**config.mk**
```make
export PLATFORM = sky130hd
export DESIGN_NAME = pal_find
export DESIGN_NICKNAME = d
export VERILOG_FILES = /design/src/rtl/core/positional_array_list_core_assert.svh /design/src/rtl/core/pal_pkg.sv /design/src/rtl/core/pal_find.sv
export SDC_FILE = /design/constraint.sdc
export NUM_CORES = 1
export LEC_CHECK = 0
export BUFFER_PORTS_ARGS = -buffer_cell sky130_fd_sc_hd__buf_2
export CELL_PAD_IN_SITES_DETAIL_PLACEMENT = 2
export CELL_PAD_IN_SITES_GLOBAL_PLACEMENT = 2
export CORE_UTILIZATION = 25
export DETAILED_ROUTE_END_ITERATION = 10
export PLACE_DENSITY = 0.79
export SLEW_MARGIN = 20
export SYNTH_ARGS = -nofsm -noshare
export SYNTH_HDL_FRONTEND = slang
export SYNTH_SLANG_ARGS = --single-unit
```
**constraint.sdc**
```tcl
create_clock -name i_clk -period 6.15 [get_ports i_clk]
set_input_delay 0.3075 -clock i_clk [delete_from_list [all_inputs] [get_ports i_clk]]
set_output_delay 0.3075 -clock i_clk [all_outputs]
set_load 0.05 [all_outputs]
```
**src/rtl/core/positional_array_list_core_assert.svh**
```systemverilog
// Assertion macros shared by the positional array list RTL.
// Needs nothing else; take it in with an include of the bare file name.
`ifndef POSITIONAL_ARRAY_LIST_CORE_ASSERT_SVH
`define POSITIONAL_ARRAY_LIST_CORE_ASSERT_SVH

// Consequent must hold in the same cycle as the antecedent.
`define PAL_ASSERT_NOW(label, clk, rst_n, ante, cons) \
    label: assert property (@(posedge clk) disable iff (!(rst_n)) (ante) |-> (cons)) \
        else $error("positional_array_list_core: same-cycle property violated");

// Consequent must hold in the cycle after the antecedent.
`define PAL_ASSERT_NEXT(label, clk, rst_n, ante, cons) \
    label: assert property (@(posedge clk) disable iff (!(rst_n)) (ante) |=> (cons)) \
        else $error("positional_array_list_core: next-cycle property violated");

`endif

```
**src/rtl/core/pal_pkg.sv**
```systemverilog
// Shared types and constants of the positional array list.
// No dependencies; every other file but the assertion header imports it.
package pal_pkg;

    // Number of cells in the row; the count and found position widths are sized for it.
    localparam int DEPTH  = 64;

    localparam int CMD_W  = 2;
    localparam int POS_W  = 7;
    localparam int VAL_W  = 32;
    localparam int CAP_W  = 7;
    localparam int STAT_W = 2;
    localparam int FPOS_W = 6;
    localparam int CNT_W  = 7;

    // The find scanner looks at this many cells per cycle.
    localparam int SCAN_WIN   = 8;
    localparam int SCAN_WIN_W = 3;
    localparam int BASE_W     = 8;

    localparam logic [CAP_W-1:0] CAP_RESET = 7'd64;

    localparam logic [CMD_W-1:0] CMD_INSERT = 2'd0;
    localparam logic [CMD_W-1:0] CMD_REMOVE = 2'd1;
    localparam logic [CMD_W-1:0] CMD_UPDATE = 2'd2;
    localparam logic [CMD_W-1:0] CMD_FIND   = 2'd3;

    localparam logic [STAT_W-1:0] STAT_OK        = 2'd0;
    localparam logic [STAT_W-1:0] STAT_BAD_POS   = 2'd1;
    localparam logic [STAT_W-1:0] STAT_FULL      = 2'd2;
    localparam logic [STAT_W-1:0] STAT_NOT_FOUND = 2'd3;

    localparam logic [1:0] CELL_HOLD   = 2'd0;
    localparam logic [1:0] CELL_INSERT = 2'd1;
    localparam logic [1:0] CELL_REMOVE = 2'd2;
    localparam logic [1:0] CELL_UPDATE = 2'd3;

    typedef struct packed {
        logic [1:0]       op;
        logic [POS_W-1:0] pos;
        logic [CNT_W-1:0] count;
        logic             match_load;
        logic             match_shift;
    } t_cell_ctl;

    typedef struct packed {
        logic              done;
        logic              hit;
        logic [FPOS_W-1:0] pos;
    } t_find_res;

endpackage

```
**src/rtl/core/pal_find.sv**
```systemverilog
// Find scanner: walks the match bits of the cell row one window at a time.
// Depends on pal_pkg for widths and the scan result struct.
module pal_find import pal_pkg::*; (
    input  logic                i_clk,
    input  logic                i_rst_n,
    input  logic                i_start,
    input  logic                i_run,
    input  logic [SCAN_WIN-1:0] i_win,
    input  logic [CNT_W-1:0]    i_count,
    output t_find_res           o_res
);

    logic [BASE_W-1:0]     r_base;
    logic [SCAN_WIN_W-1:0] w_enc;
    logic                  w_hit;
    logic                  w_last;
    logic [BASE_W:0]       w_next_base;

    always_comb begin
        w_enc = '0;
        for (int k = SCAN_WIN - 1; k >= 0; k--) begin
            if (i_win[k]) begin
                w_enc = SCAN_WIN_W'(k);
            end
        end
    end

    assign w_hit       = |i_win;
    assign w_next_base = {1'b0, r_base} + (BASE_W + 1)'(SCAN_WIN);
    // No match can lie at or beyond the entry count.
    assign w_last      = w_next_base >= (BASE_W + 1)'(i_count);

    assign o_res.done = w_hit || w_last;
    assign o_res.hit  = w_hit;
    assign o_res.pos  = w_hit ? FPOS_W'(r_base + BASE_W'(w_enc)) : '0;

    always_ff @(posedge i_clk) begin
        if (!i_rst_n) begin
            r_base <= '0;
        end else if (i_start) begin
            r_base <= '0;
        end else if (i_run && !o_res.done) begin
            r_base <= w_next_base[BASE_W-1:0];
        end
    end

endmodule

```
==> results of run 1 <==
[cell families (layout without fill, tap and decap cells)]
family                     Yosys count  in the layout  share of synthesized area
adders and majority gates            5              5                     0.1121
and+or+nand+nor                     32             32                     0.3610
muxes                                3              3                    0.05605
DFF                                  5              5                     0.1794
buffers and inverters                8             37                    0.06055
xor gates and xnor gates             2              2                    0.03140
AOI/OAI and AO/OA                   16             16                     0.1996
[critical path, delay by kind of cell, from the launching register on]
kind | cells | cell delay, ns
buffers and inverters | 1 | 0.23
and+or+nand+nor | 2 | 0.78
DFF | 1 | 0.41
adders and majority gates | 1 | 0.25
muxes | 1 | 0.39
[cell type report]
| class | count | area [µm²] | area share |
|---|---|---|---|
| inverters | 7 | 26.28 | 0.03541 |
| repair buffers | 26 | 130.1 | 0.1754 |
| clock buffers | 3 | 22.52 | 0.03035 |
| multi-input cells | 58 | 424.2 | 0.5717 |
| clock inverters | 1 | 5.005 | 0.006745 |
| well taps | 27 | 33.78 | 0.04553 |
| flip-flops and latches | 5 | 100.1 | 0.1349 |
[stage by stage]
stage | worst slack (ns) | util | std cells | power (mW) | hold slack [ns]
6_report | 3.542 | 0.3670 | 127 | 0.09316 | 0.3494
5_1_grt | 3.399 | 0.3670 | 127 | 0.09934 | 0.3522
4_1_cts | 3.518 | 0.3670 | 127 | 0.09595 | 0.3330
3_5_place_dp | 3.555 | 0.3533 | 123 | 0.05415 | 0.5174
3_3_place_gp | 3.595 | 0.3533 | 123 | 0.05335 | 0.5052
2_1_floorplan | 3.945 | - | 71 | 0.04357 | 0.4669
[worst min path at each step]
stage / start / endpoint / slack, ns / depth (start not counted)
after floorplan: r_base[6]$_SDFFE_PP0P_ / r_base[6]$_SDFFE_PP0P_ / 0.47 / 2
after detailed placement: r_base[7]$_SDFFE_PP0P_ / r_base[7]$_SDFFE_PP0P_ / 0.52 / 1
after global placement: r_base[7]$_SDFFE_PP0P_ / r_base[7]$_SDFFE_PP0P_ / 0.51 / 1
final: i_start / r_base[3]$_SDFFE_PP0P_ / 0.35 / 3
after CTS: i_start / r_base[3]$_SDFFE_PP0P_ / 0.33 / 3
after global routing: i_start / r_base[3]$_SDFFE_PP0P_ / 0.35 / 3
[metal layers]
| layer | wire length, µm | track usage |
|---|---|---|
| met5 | 0 | 0 |
| met4 | 5 | 0.02941 |
| met3 | 73 | 0.05919 |
| met2 | 937 | 0.3014 |
| met1 | 896 | 0.2333 |
[power by group]
part / internal [mW] / leakage [nW] / total [mW] / switching (mW)
Sequential: 0.0325 / 0.0402 / 0.0325 / 0.00000715
Combinational: 0.00846 / 0.304 / 0.0211 / 0.0127
Clock: 0.0237 / 0.0177 / 0.0395 / 0.0159
[layout by cell type, fill, tap and decap left out]
cell	netlist	layout
buf_2	0	26
inv_1	7	7
a21oi_1	7	7
nand4_1	5	5
ha_1	5	5
dfxtp_1	5	5
or4_1	4	4
o31ai_1	4	4
nor4_1	3	3
nand2_1	3	3
nor3_1	3	3
clkbuf_4	0	3
and2_1	2	2
nor2_1	2	2
nand2b_1	2	2
mux2i_1	2	2
xor2_1	1	1
nand3_1	1	1
xnor2_1	1	1
or4_4	1	1
o21bai_1	1	1
a21bo_2	1	1
and3_2	1	1
mux2_2	1	1
a21o_2	1	1
nor4b_1	1	1
o211a_1	1	1
o31a_2	1	1
and4_1	1	1
or2b_2	1	1
nor2b_1	1	1
and3_1	1	1
clkinv_2	0	1
[cell usage after synthesis (all sizes together), types with 3 or more instances]
master  n  area share
dfxtp   5        0.18
nor4    3       0.034
nand4   5       0.056
ha      5        0.11
a21oi   7       0.063
nand2   3       0.020
nor3    3       0.027
or4     5       0.074
inv     7       0.047
o31ai   4       0.054
==> impl_metrics.yaml, run 1 <==
logic_synthesis:
  ys_types: 31
  synth_cells: 71
  ys_ff_latch: 5
  yosysSeqAreaShare: 0.1794
  synthFlopType: "dfxtp_1"
  synth_nets: 95
  synth_edf_count: 0
  async_flop_share: 0
  synth.yosys.warnings: 0
  avgSynthCellArea_um2: 7.860
  syn_area_um2: 558.0
worst_setup_path:
  crit_type: "reg2out"
  r2r-start: "r_base[5]$_SDFFE_PP0P_"
  r2r-end: "r_base[5]$_SDFFE_PP0P_"
  worstPathCellList: "ha_1, and3_2, mux2_2, or4_1, buf_2"
  crit_end: "o_res[7]"
  critPathLaunchType: "register"
  cp.required_ns: 5.84
  end_kind: "primary output"
  arrival_ns: 2.30
  r2r_cells: 7
  crit_path_max_incr_delay_ns: 0.52
  r2r_setup_slack_ns: 3.79
  cpMaxStageDelayCell: "or4_1"
  crit_start: "r_base[3]$_SDFFE_PP0P_"
  cp_max_fo: 5
finish:
  largest_reg_flops: 5
  drive_above_1_share: 0.3700
  reg_top3: "r_base (5)"
  nFillCells: 257
  area_growth_pct: 32.96
  nets: 125
  final_area_um2: 742.0
  regMostFlops: "r_base"
  antenna_cells: 0
clock_tree:
  cts_setup_buffers: 0
  cts_tree: "done"
  clkTransAtPathRegs_ns: 0.05
  clockBufferDepth: 2
  h-tree-depth: 1
  cts_buffers: 3
  ctsHoldBuffers: 0
  cts.repair.resized: 0
  cts-root-buf: "clkbuf_4"
  clock_latency_ns: 0.25
  cts_sinks: 5
flow_run:
  cap_viol_max_count: 0
timing:
  hold_viol: 0
  setup-violations-final: 0
  clock_skew_ns: 0.006156
  tightest_slew_ns: 0.9581
  maxSlewHeadroom: 0.3554
  drv_slew: 0
  period_share: 0.4240
  min_period_ns: 2.608
  fmax_ghz: 0.3835
  finalSetupTns_ns: 0
  rsz0062_at_grt: "no"
power_and_ir_drop:
  p_leak_nw: 0.3619
  power.density_nw_per_um2: 125.6
  peakVddDrop_mv: 0.1128
placement:
  io_buffers: 26
  dp_hpwl_um: 1636
  place_area_um2: 714.4
  place.gp.congestion: 0.8025
global_route:
  gr-total-overflow: 0
  grt_max_degree: 7
  grt_pass1_vias: 711
  antenna_found_initial: 0
  grtUsageTotal: 0.1832
  grt_pass1_wl_um: 3401
die:
  die-width_um: 49.25
  initial_utilization: 0.2760
  dieArea_um2: 2425
  rows: 16
  core_region_area_um2: 2022
  die_h_um: 49.25
  io_pins: 27
detailed_routing:
  postRouteAntennaNets: 0
  wl_um: 1912
  routedWlPerCell_um: 15.06
  initialDrtViolationCount: 1
  drc: 0
  via_per_inst: 5.205
  vias: 661
  drt_pass1_iterations: 3
run_status:
  status: "completed"
min_path:
  hold_class: "in2reg"
Note: power is estimated with default switching activity, not from simulation.
==> run 2, diff against run 1 <==
--- a/config.mk
+++ b/config.mk
@@ -8,9 +8,9 @@
 export BUFFER_PORTS_ARGS = -buffer_cell sky130_fd_sc_hd__buf_2
 export CELL_PAD_IN_SITES_DETAIL_PLACEMENT = 2
 export CELL_PAD_IN_SITES_GLOBAL_PLACEMENT = 2
-export CORE_UTILIZATION = 25
+export CORE_UTILIZATION = 23
 export DETAILED_ROUTE_END_ITERATION = 10
-export PLACE_DENSITY = 0.79
+export PLACE_DENSITY = 0.74
 export SLEW_MARGIN = 20
 export SYNTH_ARGS = -nofsm -noshare
 export SYNTH_HDL_FRONTEND = slang
==> constraint.sdc (replaced) <==
create_clock -name i_clk -period 2.6 [get_ports i_clk]
set_input_delay 0.13 -clock i_clk [delete_from_list [all_inputs] [get_ports i_clk]]
set_output_delay 0.13 -clock i_clk [all_outputs]
set_load 0.05 [all_outputs]
==> run 2 against run 1 <==
Compared with the run above: register-to-register slack worse by 3.6 ns; sequential power up 140%; core utilization down 3.1 points; clock-buffer cell count up 1; critical path depth up 2; worst hold slack worse by 0.16 ns; via count up 1.7%; largest cell class unchanged; largest power group unchanged.
==> impl_metrics.yaml, run 2 (synthesis gave the netlist of run 1 again) <==
run_status:
  status: "completed"
finish:
  area_growth_pct: 35.65
  nets: 127
  mostFrequentLayoutCells: "buf_2, inv_1, a21oi_1"
  regMostFlops: "r_base"
  largest_reg_flops: 5
  reg_top3: "r_base (5)"
  utilization: 0.3357
  final_common_cell: "buf_2"
  drive_above_1_share: 0.3725
  antenna_cells: 0
detailed_routing:
  postRouteAntennaNets: 0
  vias: 672
  via_per_inst: 5.169
  routedWlPerCell_um: 13.62
  initialDrtViolationCount: 10
  drc: 0
  drt_pass1_iterations: 4
  wl_um: 1771
timing:
  min_period_ns: 2.404
  finalSetupTns_ns: 0
  fmax_ghz: 0.4159
  period_share: 0.9247
  drv_slew: 0
  hold_viol: 0
  clock_skew_ns: 0.001181
  setup-violations-final: 0
  tightest_slew_ns: 0.5656
  maxSlewHeadroom: 0.6197
  rsz0062_at_grt: "no"
power_and_ir_drop:
  p_leak_nw: 0.3699
  total_power_mw: 0.2192
  power.density_nw_per_um2: 289.5
  peakVddDrop_mv: 0.1316
global_route:
  antenna_found_initial: 0
  grt_pass1_vias: 649
  gr-total-overflow: 0
  grtUsageTotal: 0.1568
  grt_max_degree: 7
  grt_pass1_wl_um: 3070
die:
  die-width_um: 51.26
  io_pins: 27
  die_h_um: 51.26
  rows: 17
  dieArea_um2: 2627
  core_region_area_um2: 2255
  initial_utilization: 0.2475
clock_tree:
  cts_setup_buffers: 0
  cts-root-buf: "clkbuf_4"
  cts_buffers: 3
  ctsHoldBuffers: 0
  cts.repair.resized: 0
  clockBufferDepth: 2
  cts_tree: "done"
  h-tree-depth: 1
  cts_sinks: 5
  clkTransAtPathRegs_ns: 0.05
  clock_latency_ns: 0.24
worst_setup_path:
  arrival_ns: 2.58
  end_kind: "register"
  cp.required_ns: 2.78
  critPathLaunchType: "register"
  r2r_cells: 7
  crit_start: "r_base[5]$_SDFFE_PP0P_"
  r2r-start: "r_base[5]$_SDFFE_PP0P_"
  cp_max_fo: 6
  crit_end: "r_base[5]$_SDFFE_PP0P_"
  r2r_setup_slack_ns: 0.20
  crit_type: "reg2reg"
  r2r-end: "r_base[5]$_SDFFE_PP0P_"
placement:
  place.gp.congestion: 0.7928
  dp_hpwl_um: 1549
  io_buffers: 26
flow_run:
  cap_viol_max_count: 0
min_path:
  hold_class: "in2reg"
## run 2: changes by cell type in the layout (fill, tap and decap cells not counted), sizes merged
cell and delta:
buf +2, clkbuf +1, clkinv -1
## run 2: layout make-up
class                      count  area, µm²
sequential                     5      100.1
fill                         285       1498
multi-input combinational     58      424.2
inverter                       7      26.28
tap                           28      35.03
clock buffer                   4      26.28
timing repair buffer          28      145.1
## run 2: routing by layer
layer	track usage	wire, µm	vias to the layer above
met1	0.1986	839	323
li1	-	-	335
met3	0.03274	68	0
met4	0.05405	0	0
met5	0	0	-
met2	0.2610	864	14
## run 2: where the power goes
part           total, mW  internal, mW  switching [mW]
clock             0.0926        0.0582          0.0344
combinational     0.0497        0.0209          0.0288
sequential        0.0769        0.0769       0.0000158
## run 2: worst min-delay path by stage
stage | start | to | slack [ns] | depth (start not counted)
4_1_cts | i_start | r_base[5]$_SDFFE_PP0P_ | 0.18 | 3
3_5_place_dp | i_start | r_base[4]$_SDFFE_PP0P_ | 0.44 | 3
5_1_grt | i_start | r_base[5]$_SDFFE_PP0P_ | 0.19 | 3
6_report | i_start | r_base[5]$_SDFFE_PP0P_ | 0.18 | 3
2_1_floorplan | i_start | r_base[3]$_SDFFE_PP0P_ | 0.31 | 2
3_3_place_gp | i_start | r_base[3]$_SDFFE_PP0P_ | 0.43 | 3
## run 2: critical path: stages, from the launching register on
cell and delay, ns:
dfxtp_1 0.43, nand3_1 0.16, xnor2_1 0.15, ha_1 0.30, a21o_2 0.22, or4_1 0.50
or4_1 0.43, a21oi_1 0.14
## run 2: metrics by stage
step	setup slack [ns]	cells	area, µm²	hold slack [ns]
6_report	0.1958	130	757.0	0.1844
5_1_grt	0.05553	130	757.0	0.1925
4_1_cts	0.1834	130	757.0	0.1776
3_5_place_dp	0.2307	126	730.7	0.4416
3_3_place_gp	0.3327	126	730.7	0.4273
2_1_floorplan	0.4234	71	558.0	0.3119
