File: config.mk
export PLATFORM = sky130hd
export DESIGN_NAME = pal_cell
export DESIGN_NICKNAME = d
export VERILOG_FILES = /design/src/rtl/core/positional_array_list_core_assert.svh /design/src/rtl/core/pal_pkg.sv /design/src/rtl/core/pal_cell.sv
export SDC_FILE = /design/constraint.sdc
export NUM_CORES = 1
export LEC_CHECK = 0
export BUFFER_PORTS_ARGS = -buffer_cell sky130_fd_sc_hd__buf_2
export CORE_ASPECT_RATIO = 1.75
export CORE_MARGIN = 1.5
export CORE_UTILIZATION = 35
export DETAILED_ROUTE_END_ITERATION = 10
export GPL_ROUTABILITY_DRIVEN = 1
export PLACE_DENSITY = 0.86
export SYNTH_ARGS = -nofsm -noshare
export SYNTH_HDL_FRONTEND = slang
export SYNTH_SLANG_ARGS = --single-unit
File: constraint.sdc
create_clock -name i_clk -period 4.11 [get_ports i_clk]
set_clock_uncertainty 0.05 [all_clocks]
set_input_delay 0.2055 -clock i_clk [delete_from_list [all_inputs] [get_ports i_clk]]
set_output_delay 0.2055 -clock i_clk [all_outputs]
set_load 0.01 [all_outputs]
File: src/rtl/core/positional_array_list_core_assert.svh
// Assertion macros shared by the positional array list RTL.
// Needs nothing else; take it in with an include of the bare file name.
`ifndef POSITIONAL_ARRAY_LIST_CORE_ASSERT_SVH
`define POSITIONAL_ARRAY_LIST_CORE_ASSERT_SVH

// Consequent must hold in the same cycle as the antecedent.
`define PAL_ASSERT_NOW(label, clk, rst_n, ante, cons) \
    label: assert property (@(posedge clk) disable iff (!(rst_n)) (ante) |-> (cons)) \
        else $error("positional_array_list_core: same-cycle property violated");

// Consequent must hold in the cycle after the antecedent.
`define PAL_ASSERT_NEXT(label, clk, rst_n, ante, cons) \
    label: assert property (@(posedge clk) disable iff (!(rst_n)) (ante) |=> (cons)) \
        else $error("positional_array_list_core: next-cycle property violated");

`endif

File: src/rtl/core/pal_pkg.sv
// Shared types and constants of the positional array list.
// No dependencies; every other file but the assertion header imports it.
package pal_pkg;

    // Number of cells in the row; the count and found position widths are sized for it.
    localparam int DEPTH  = 64;

    localparam int CMD_W  = 2;
    localparam int POS_W  = 7;
    localparam int VAL_W  = 32;
    localparam int CAP_W  = 7;
    localparam int STAT_W = 2;
    localparam int FPOS_W = 6;
    localparam int CNT_W  = 7;

    // The find scanner looks at this many cells per cycle.
    localparam int SCAN_WIN   = 8;
    localparam int SCAN_WIN_W = 3;
    localparam int BASE_W     = 8;

    localparam logic [CAP_W-1:0] CAP_RESET = 7'd64;

    localparam logic [CMD_W-1:0] CMD_INSERT = 2'd0;
    localparam logic [CMD_W-1:0] CMD_REMOVE = 2'd1;
    localparam logic [CMD_W-1:0] CMD_UPDATE = 2'd2;
    localparam logic [CMD_W-1:0] CMD_FIND   = 2'd3;

    localparam logic [STAT_W-1:0] STAT_OK        = 2'd0;
    localparam logic [STAT_W-1:0] STAT_BAD_POS   = 2'd1;
    localparam logic [STAT_W-1:0] STAT_FULL      = 2'd2;
    localparam logic [STAT_W-1:0] STAT_NOT_FOUND = 2'd3;

    localparam logic [1:0] CELL_HOLD   = 2'd0;
    localparam logic [1:0] CELL_INSERT = 2'd1;
    localparam logic [1:0] CELL_REMOVE = 2'd2;
    localparam logic [1:0] CELL_UPDATE = 2'd3;

    typedef struct packed {
        logic [1:0]       op;
        logic [POS_W-1:0] pos;
        logic [CNT_W-1:0] count;
        logic             match_load;
        logic             match_shift;
    } t_cell_ctl;

    typedef struct packed {
        logic              done;
        logic              hit;
        logic [FPOS_W-1:0] pos;
    } t_find_res;

endpackage

File: src/rtl/core/pal_cell.sv
// One list cell: holds one entry and its find match bit.
// Depends on pal_pkg for the cell control struct and op codes.
module pal_cell import pal_pkg::*; #(
    parameter int IDX        = 0,
    parameter int ELEM_WIDTH = 32
) (
    input  logic                  i_clk,
    input  logic                  i_rst_n,
    input  t_cell_ctl             i_ctl,
    input  logic [ELEM_WIDTH-1:0] i_val,
    input  logic [ELEM_WIDTH-1:0] i_prev,
    input  logic [ELEM_WIDTH-1:0] i_next,
    input  logic                  i_match_hi,
    output logic [ELEM_WIDTH-1:0] o_data,
    output logic                  o_match
);

    logic [ELEM_WIDTH-1:0] r_data;
    logic                  r_match;
    logic                  w_above;
    logic                  w_at;
    logic                  w_live;

    assign w_above = 32'(IDX) > 32'(i_ctl.pos);
    assign w_at    = 32'(IDX) == 32'(i_ctl.pos);
    assign w_live  = 32'(IDX) < 32'(i_ctl.count);

    // Insert pulls from the lower neighbor, remove from the upper one.
    always_ff @(posedge i_clk) begin
        unique case (i_ctl.op)
            CELL_INSERT: begin
                if (w_above) begin
                    r_data <= i_prev;
                end else if (w_at) begin
                    r_data <= i_val;
                end
            end
            CELL_REMOVE: begin
                if (w_above || w_at) begin
                    r_data <= i_next;
                end
            end
            CELL_UPDATE: begin
                if (w_at) begin
                    r_data <= i_val;
                end
            end
            CELL_HOLD: begin
                r_data <= r_data;
            end
        endcase
    end

    // During a scan the match bits move down one window per cycle.
    always_ff @(posedge i_clk) begin
        if (!i_rst_n) begin
            r_match <= 1'b0;
        end else if (i_ctl.match_load) begin
            r_match <= w_live && (r_data == i_val);
        end else if (i_ctl.match_shift) begin
            r_match <= i_match_hi;
        end
    end

    assign o_data  = r_data;
    assign o_match = r_match;

endmodule

==> flow_summary_export.csv, run 1 <==
group,metric,value,unit
timing,finalCritPeriodShare,50.3,%
global_routing,grt.overflow.total,0,
setup_path,worst_r2r_startpoint,"o_data[13]$_DFFE_PP_",
global_routing,grt_usage,14.9,%
clock_tree,cts_resized,0,
placed_design,hpwlAfterDp,3270,µm
clock_tree,cts_buffers,5,
floorplanning,die-area,5530,µm²
clock_tree,cts_hold_buffers,0,
power,total_power,708,µW
timing,finalSetupTns,0,ns
placed_design,placed_area,2440,µm²
placed_design,portBuffers,117,
timing,hold_viol,0,
synth,synth_edf_count,32,
clock_tree,postCtsSetupBuffers,0,
worst_hold_path,min_to,"o_data[23]$_DFFE_PP_",
setup_path,cp-start-kind,"input port",
global_routing,grt_pass1_vias,1510,
synth,syn-instance-count,121,
synth,ys.warnings.count,0,
clock_tree,worstSkewPairLatency,0.28,ns
synth,ys_types,17,
floorplanning,fp.coreArea,4930,µm²
detailed_routing,drt_iter0_drc,18,
synth,ys_ff_latch,33,
setup_path,rr_endpoint,"o_match$_SDFFE_PN0P_",
detailed_routing,vias,1436,
finish,antenna_cells,0,
synth,syn_avg_cell_area,14.7,µm²
setup_path,cp.required,4.01,ns
timing,fmax,0.484,GHz
finish,drive_gt1_share,64.3,%
global_routing,grt_pass1_wl,6310,µm
setup_path,crit_fanout,33,
detailed_routing,post-route-drc-count,0,
detailed_routing,routedWlPerCell,13.4,µm
timing,final-setup-viol-count,0,
synth,synthesis.area,1780,µm²
timing,maxSlewViolCount,0,
floorplanning,die_h,97.3,µm
timing,worst_slew_pin_slew,0.829,ns
global_routing,antenna_found_initial,0,
clock_tree,htree_levels,2,
synth,synth_area_leaders,"edfxtp_1 54%, mux2_2 18%, xnor2_1 16%",
setup_path,r2r_cells,4,
clock_tree,cts_sinks,33,
synth,synth_top_area_share,54.0,%
clock_tree,root_buffer,"clkbuf_8",
clock_tree,cts_tree,"yes",
synth,synth_flop_cell,"edfxtp_1",
clock_tree,clkTransAtPathRegs,0.07,ns
detailed_routing,drtAntennaViolNets,0,
worst_hold_path,worstHoldStart,"i_next[23]",
detailed_routing,vias_per_cell,4.82,
power,ir_drop,223,µV
synth,async_reset_ff_share,0,%
worst_hold_path,worst_hold_path_type,"input port to flip-flop",
setup_path,critPathKind,"input port to flip-flop",
synth,synth_top_cell_by_area,"edfxtp_1",
power,power.density,281,nW/µm²
synth,yosys-top-cells-count,"32 x edfxtp_1, 32 x xnor2_1, 28 x mux2_2",
setup_path,end_kind,"flip-flop",
detailed_routing,first_pass_iters,4,
timing,period_needed,2.07,ns
placed_design,gp_routability_congestion,0.696,
floorplanning,io_pins,150,
finish,final_nets,360,
synth,ys_seq_area_share,55.2,%
global_routing,grt_max_degree,34,
finish,fin_area,2520,µm²
clock_tree,clockBufferDepth,2,
setup_path,r2r_slack,2.67,ns
timing,max-slew-margin-rel,44.3,%
finish,syn2layout_area_growth,42.0,%
setup_path,cp.arrival,1.97,ns
floorplanning,start_util,36.0,%
power,leakagePower,0.00103,µW
floorplanning,core.rowCount,34,
timing,rsz0062_at_grt,"no",
flow_run,cap_violations,0,
worst_hold_path,worstHoldPathCells,2,
detailed_routing,wirelength,3980,µm
synth,synth_fp_nets,238,
finish,fillCellCount,461,
floorplanning,die_w,56.9,µm
status,status,"completed",
routing by layer:
layer / vias to the layer above / track usage, % / routed length (µm)
met4: 0 / 5.72 / 42
met2: 76 / 29.4 / 2310
met3: 4 / 4.93 / 336
met5: - / 0 / 0
met1: 654 / 13.0 / 1290
li1: 702 / - / -
critical path: stages:
cell     delay, ns
buf_2         0.07
buf_4         0.37
o21ai_0       0.24
nor4_4        0.66
buf_4         0.41
state kept, by name, indices dropped and copies added, names as in the netlist:
signal / cells
o_data: 32
o_match: 1
cells by family (layout without fill, tap and decap cells):
kind of cell,Yosys count,in the layout,synth area share [%]
DFF,33,33,55.2
AOI/OAI and AO/OA,2,2,0.774
muxes,33,33,20.8
xor gates and xnor gates,32,32,15.8
and+or+nand+nor,17,17,6.40
buffers and inverters,4,127,1.06
final cells by class:
cell class | instances | area [µm²] | area share, %
multi-input combinational | 84 | 793 | 31.4
timing repair buffer | 119 | 601 | 23.8
sequential | 33 | 981 | 38.9
clock buffer | 6 | 72.6 | 2.87
tap | 54 | 67.6 | 2.68
clock inverter | 2 | 10.0 | 0.396
worst max-delay path by stage:
stage	from	endpoint	slack (ns)	cells past startpoint
2_1_floorplan	i_ctl[16]	o_data[0]$_DFFE_PP_	1.09	4
3_3_place_gp	i_ctl[16]	o_data[28]$_DFFE_PP_	1.72	5
3_5_place_dp	i_ctl[16]	o_data[12]$_DFFE_PP_	1.66	5
4_1_cts	i_ctl[16]	o_data[12]$_DFFE_PP_	1.96	5
5_1_grt	i_ctl[16]	o_data[12]$_DFFE_PP_	1.81	5
6_report	i_ctl[16]	o_data[22]$_DFFE_PP_	2.04	5
per-stage QoR:
step,hold slack (ns),utilization (%),cells,setup WS (ns)
after global placement,0.437,49.5,290,1.72
after global routing,0.147,51.2,298,1.81
final,0.159,51.2,298,2.04
after floorplan,0.356,-,121,1.09
after CTS,0.150,51.2,298,1.96
after detailed placement,0.447,49.5,290,1.66
layout by cell type (no fill, tap or decap), types with 4 or more instances in the layout:
master / synthesis / routed
buf_2: 3 / 117
xnor2_1: 32 / 32
edfxtp_1: 32 / 32
mux2_2: 28 / 28
nand4_1: 7 / 7
clkbuf_8: 0 / 5
mux2_1: 4 / 4
power by group:
part           switching (µW)  internal, µW  leakage (µW)  total (µW)
Combinational            38.7          64.7      0.000686         103
Sequential               1.17           373      0.000296         375
Clock                     113           117     0.0000450         230
(Power assumes the default switching activity.)
==> run 2, diff against run 1 <==
==> constraint.sdc (replaced) <==
create_clock -name i_clk -period 1.9 [get_ports i_clk]
set_clock_uncertainty 0.05 [all_clocks]
set_input_delay 0.095 -clock i_clk [delete_from_list [all_inputs] [get_ports i_clk]]
set_output_delay 0.095 -clock i_clk [all_outputs]
set_load 0.01 [all_outputs]
==> run 2 against run 1 <==
Critical path depth fell by 1. Sequential share of layout area fell by 0.64 points. First-iteration DRC count rose by 33%. Critical endpoint is now o_match$_SDFFE_PN0P_. Non-clock buffer count did not move. Worst setup slack got worse by 1.6 ns. Sequential cell count did not move. Clock-buffer cell count did not move.
==> flow_summary_export.csv, run 2 (synthesis results as in run 1) <==
group,metric,value,unit
setup_path,critPathKind,"flip-flop to flip-flop",
setup_path,crit_fanout,2,
global_routing,antenna_found_initial,0,
finish,area.sequential,981,µm²
clock_tree,cts_tree,"yes",
setup_path,cp.required,2.07,ns
finish,syn2layout_area_growth,44.4,%
detailed_routing,drtAntennaViolNets,0,
power,ir_drop,535,µV
timing,period_needed,1.41,ns
clock_tree,htree_levels,2,
clock_tree,root_buffer,"clkbuf_8",
finish,layout_commonest_cell,"buf_2",
finish,largest_reg_flops,32,
clock_tree,worstSkewPairLatency,0.28,ns
floorplanning,die-area,5530,µm²
clock_tree,clockBufferDepth,2,
clock_tree,postCtsSetupBuffers,0,
clock_tree,clkTransAtPathRegs,0.07,ns
placed_design,placed_area,2460,µm²
timing,maxSlewViolCount,0,
finish,post-route-util,52.0,%
finish,final_cell_mix,"117 x buf_2, 32 x xnor2_1, 32 x edfxtp_1",
placed_design,gp_routability_congestion,0.758,
flow_run,cap_violations,0,
clock_tree,cts_resized,0,
timing,fmax,0.710,GHz
finish,drive_gt1_share,64.3,%
floorplanning,io_pins,150,
setup_path,cp.arrival,1.58,ns
detailed_routing,post-route-drc-count,0,
timing,finalCritPeriodShare,74.1,%
finish,final_nets,360,
timing,rsz0062_at_grt,"no",
timing,hold_slack,0.0523,ns
clock_tree,cts_sinks,33,
detailed_routing,vias,1448,
global_routing,grt_pass1_vias,1600,
setup_path,end_kind,"flip-flop",
finish,fin_area,2570,µm²
global_routing,grt_usage,15.9,%
detailed_routing,drt_iter0_drc,24,
timing,max-slew-margin-rel,72.3,%
global_routing,grt.overflow.total,0,
placed_design,portBuffers,117,
detailed_routing,wirelength,4300,µm
timing,finalSetupTns,0,ns
power,power.density,651,nW/µm²
placed_design,dpl.cell_count,290,
detailed_routing,vias_per_cell,4.86,
finish,multi_input_area,800,µm²
status,status,"completed",
clock_tree,cts_hold_buffers,0,
finish,antenna_cells,0,
setup_path,cp-start-kind,"flip-flop",
floorplanning,die_w,56.9,µm
floorplanning,fp.coreArea,4930,µm²
finish,fillCellCount,463,
floorplanning,die_h,97.3,µm
timing,worst_slew_pin_slew,0.416,ns
setup_path,r2r_slack,0.49,ns
floorplanning,core.rowCount,34,
detailed_routing,first_pass_iters,4,
global_routing,grt_max_degree,33,
timing,final-setup-viol-count,0,
detailed_routing,routedWlPerCell,14.4,µm
worst_hold_path,worst_hold_path_type,"input port to flip-flop",
clock_tree,cts_buffers,5,
placed_design,hpwlAfterDp,3430,µm
timing,hold_viol,0,
global_routing,grt_pass1_wl,6790,µm
power,leakagePower,0.00104,µW
finish,final_cells,298,
floorplanning,start_util,36.0,%
==> run 2: cell types whose count changed in the layout (fill, tap and decap cells not counted), sizes merged <==
cell	previous run	this run
bufinv	0	1
clkinv	2	1
==> run 2: cell type report <==
class / count / share of cell area (%)
clock buffers: 6 / 2.83
clock inverters: 2 / 1.32
multi-input cells: 84 / 31.1
flip-flops and latches: 33 / 38.2
well taps: 54 / 2.63
repair buffers: 119 / 23.9
==> run 2: worst max-delay path, cell delays in order, from the launching register on <==
cell and delay [ns]:
edfxtp_1 0.42, xnor2_1 0.17, nand4_1 0.15, nor4_1 0.38
a31o_1 0.19
==> run 2: metal layers <==
metal | track usage (%) | part of all wire [%] | vias up
met5 | 0 | 0 | -
met4 | 6.26 | 1.0 | 0
met3 | 3.20 | 5.4 | 4
met2 | 32.6 | 62 | 60
met1 | 14.0 | 32 | 679
li1 | - | - | 705
==> run 2: metrics by stage <==
stage	total power, µW	setup slack, ns
3_3_place_gp	1050	0.423
6_report	1670	0.492
4_1_cts	1700	0.484
3_5_place_dp	1060	0.388
2_1_floorplan	939	-0.145
5_1_grt	1750	0.363
==> run 2: report_power, final <==
part	leakage (µW)	switching [µW]	total (µW)	internal (µW)
clock	0.0000528	247	635	387
sequential	0.000296	2.57	810	808
combinational	0.000689	86.8	228	141
==> run 2: worst paths after layout <==
| check | start | to | cells past startpoint |
|---|---|---|---|
| max reg2reg | o_data[18]$_DFFE_PP_ | o_match$_SDFFE_PN0P_ | 4 |
| min | i_next[27] | o_data[27]$_DFFE_PP_ | 2 |
| min reg2reg | o_match$_SDFFE_PN0P_ | o_match$_SDFFE_PN0P_ | 3 |
| max | o_data[18]$_DFFE_PP_ | o_match$_SDFFE_PN0P_ | 4 |
==> run 3, diff against run 2 <==
--- a/config.mk
+++ b/config.mk
@@ -5,13 +5,14 @@
 export SDC_FILE = /design/constraint.sdc
 export NUM_CORES = 1
 export LEC_CHECK = 0
+export ABC_AREA = 1
 export BUFFER_PORTS_ARGS = -buffer_cell sky130_fd_sc_hd__buf_2
 export CORE_ASPECT_RATIO = 1.75
 export CORE_MARGIN = 1.5
-export CORE_UTILIZATION = 35
+export CORE_UTILIZATION = 40
 export DETAILED_ROUTE_END_ITERATION = 10
 export GPL_ROUTABILITY_DRIVEN = 1
-export PLACE_DENSITY = 0.86
+export PLACE_DENSITY = 0.89
 export SYNTH_ARGS = -nofsm -noshare
 export SYNTH_HDL_FRONTEND = slang
 export SYNTH_SLANG_ARGS = --single-unit
==> constraint.sdc (replaced) <==
create_clock -name i_clk -period 1.36 [get_ports i_clk]
set_clock_uncertainty 0.05 [all_clocks]
set_input_delay 0.068 -clock i_clk [delete_from_list [all_inputs] [get_ports i_clk]]
set_output_delay 0.068 -clock i_clk [all_outputs]
set_load 0.01 [all_outputs]
==> run 3 against run 2 <==
Clock-buffer cell count unchanged. Worst hold slack got worse by 0.012 ns. Sequential share of layout area decreased by 3.0 points.
==> flow_summary_export.csv, run 3 <==
group,metric,value,unit
status,status,"completed",
detailed_routing,first_pass_iters,4,
clock_tree,cts_sinks,33,
setup_path,worst_r2r_startpoint,"o_data[27]$_DFFE_PP_",
power,p_clk_share,32.1,%
setup_path,path_cells,"nand2_1 > nand2_1 > inv_1 > nand2_1 > nor2_1 > nand2_1 > nor2_2 > nand3_1 > a21oi_2",
timing,finalCritPeriodShare,93.4,%
finish,fin_area,2790,µm²
finish,final_cell_mix,"117 x buf_2, 63 x nand2_1, 44 x inv_1",
timing,hold_slack,0.0399,ns
global_routing,grt_usage,18.5,%
power,leakagePower,0.00143,µW
power,seq_power_share,52.1,%
detailed_routing,post-route-drc-count,0,
detailed_routing,vias,1956,
setup_path,rr_endpoint,"o_match$_SDFFE_PN0P_",
worst_hold_path,worstHoldPathCells,2,
finish,syn2layout_area_growth,39.9,%
clock_tree,clkTransAtPathRegs,0.07,ns
setup_path,r2r_slack,0.09,ns
synth,syn-instance-count,246,
clock_tree,cts_buffers,5,
power,power.density,781,nW/µm²
setup_path,cp.arrival,1.44,ns
clock_tree,htree_levels,2,
detailed_routing,vias_per_cell,4.62,
setup_path,crit_fanout,3,
setup_path,r2r_cells,9,
timing,fmax,0.787,GHz
power,switching_share,23.5,%
floorplanning,core.rowCount,33,
timing,setup_ws,0.0901,ns
flow_run,cap_violations,0,
synth,synth_top_cell_by_area,"edfxtp_1",
setup_path,critPathKind,"flip-flop to flip-flop",
global_routing,grt_max_degree,33,
clock_tree,clockBufferDepth,2,
synth,synth_top_area_share,48.2,%
detailed_routing,drtAntennaViolNets,0,
finish,largest_reg_flops,32,
detailed_routing,routedWlPerCell,11.8,µm
power,combinationalPowerShare,15.9,%
power,p_switching,512,µW
detailed_routing,wirelength,5010,µm
synth,synth_edf_count,32,
floorplanning,die-area,5430,µm²
timing,rsz0062_at_grt,"yes",
floorplanning,io_pins,150,
floorplanning,start_util,41.9,%
timing,maxSlewViolCount,0,
timing,period_needed,1.27,ns
finish,final_nets,487,
timing,worst_slew_pin_slew,0.253,ns
setup_path,cp-start-kind,"flip-flop",
worst_hold_path,min_to,"o_data[16]$_DFFE_PP_",
synth,async_reset_ff_share,0,%
finish,antenna_cells,0,
synth,synth_flop_cell,"edfxtp_1",
floorplanning,die_w,56.3,µm
synth,ys_seq_area_share,49.2,%
clock_tree,root_buffer,"clkbuf_8",
timing,finalSetupTns,0,ns
setup_path,crit_top_cell,"nand2_1",
power,p_int,1660,µW
worst_hold_path,worstHoldStart,"i_next[16]",
finish,fillCellCount,426,
clock_tree,cts_tree,"yes",
finish,drive_gt1_share,40.7,%
synth,syn_avg_cell_area,8.10,µm²
synth,ys.warnings.count,0,
setup_path,worst_path_max_delay_cell,"edfxtp_1",
synth,synth_fp_nets,363,
detailed_routing,drt_iter0_drc,51,
clock_tree,worstSkewPairLatency,0.28,ns
setup_path,end_kind,"flip-flop",
power,ir_drop,659,µV
finish,layout_commonest_cell,"buf_2",
synth,synth_area_leaders,"edfxtp_1 48%, nand2_1 12%, inv_1 8.3%",
placed_design,gp_routability_congestion,0.771,
worst_hold_path,worst_hold_path_type,"input port to flip-flop",
global_routing,antenna_found_initial,0,
synth,ys_ff_latch,33,
finish,post-route-util,58.7,%
global_routing,grt.overflow.total,0,
placed_design,placed_area,2690,µm²
floorplanning,die_h,96.4,µm
synth,ys_types,22,
global_routing,grt_pass1_wl,7780,µm
synth,synth_most_common_cell,"nand2_1",
placed_design,hpwlAfterDp,4110,µm
synth,synthesis.area,1990,µm²
timing,final-setup-viol-count,0,
timing,hold_viol,0,
setup_path,crit_path_start,"o_data[27]$_DFFE_PP_",
timing,max-slew-margin-rel,83.0,%
global_routing,grt_pass1_vias,1908,
synth,yosys-top-cells-count,"63 x nand2_1, 44 x inv_1, 35 x nor2_1",
placed_design,post-place-ws,-0.0920,ns
placed_design,portBuffers,117,
setup_path,max_stage_delay,0.42,ns
setup_path,cp.required,1.53,ns
clock_tree,cts_resized,0,
floorplanning,fp.coreArea,4750,µm²
[run 3: cell types whose count changed after synthesis, sizes merged, moves of 2 or more]
cell	delta
nor4	-2
xor2	+4
nand2	+63
a21oi	+21
nand3	+2
mux2	-20
xnor2	-26
nand4	-6
inv	+48
o21ai	+5
nor2	+37
o22ai	+2
[run 3: final cells by class]
type	instances	area (µm²)	share of cell area, %
inverters	48	180	6.47
flip-flops and latches	33	981	35.2
multi-input cells	159	832	29.9
clock inverters	2	10.0	0.359
clock buffers	6	72.6	2.60
repair buffers	123	646	23.2
well taps	52	65.1	2.33
[run 3: worst max-delay path: cells and delay by family, from the launching register on]
kind | cells | cell delay [ns]
AOI/OAI and AO/OA | 1 | 0.12
buffers and inverters | 1 | 0.05
and+or+nand+nor | 7 | 0.59
DFF | 1 | 0.42
[run 3: routing by layer]
layer,part of all wire (%),wire [µm],track usage [%]
met1,37,1840,17.8
met2,55,2750,36.3
met3,5.8,293,4.70
met4,2.5,125,8.13
met5,0,0,0
[run 3: worst max path at each step]
stage | endpoint | cells past startpoint
global placement | o_data[7]$_DFFE_PP_ | 5
floorplan | o_data[0]$_DFFE_PP_ | 3
finish | o_match$_SDFFE_PN0P_ | 9
CTS | o_match$_SDFFE_PN0P_ | 7
global route | o_match$_SDFFE_PN0P_ | 9
detailed placement | o_data[7]$_DFFE_PP_ | 5
[run 3: metrics by stage]
step | power, µW | std cells
after global placement | 1490 | 413
after detailed placement | 1500 | 413
after global routing | 2290 | 423
after floorplan | 1330 | 246
final | 2180 | 423
after CTS | 2210 | 422
[run 3: kinds of logic after synthesis]
| family | share of synthesized area (%) |
|---|---|
| xor+xnor | 4.40 |
| buf+inv | 10.7 |
| simple gates | 21.3 |
| flops | 49.2 |
| mux | 6.78 |
| compound gates | 7.60 |
[run 3: timing repair]
| item | CTS | global route |
|---|---|---|
| setup endpoints to repair | 0 | 1 |
| buffers inserted | 0 | 1 |
| hold endpoints to repair | 1 | 0 |
| hold buffers | 1 | 0 |
[run 3: power groups by stage]
stage	sequential [µW]	combinational [µW]	clock (µW)
4_1_cts	1130	349	728
3_3_place_gp	1150	333	0
3_5_place_dp	1150	346	0
5_1_grt	1130	390	763
2_1_floorplan	1160	169	0
6_report	1130	345	698
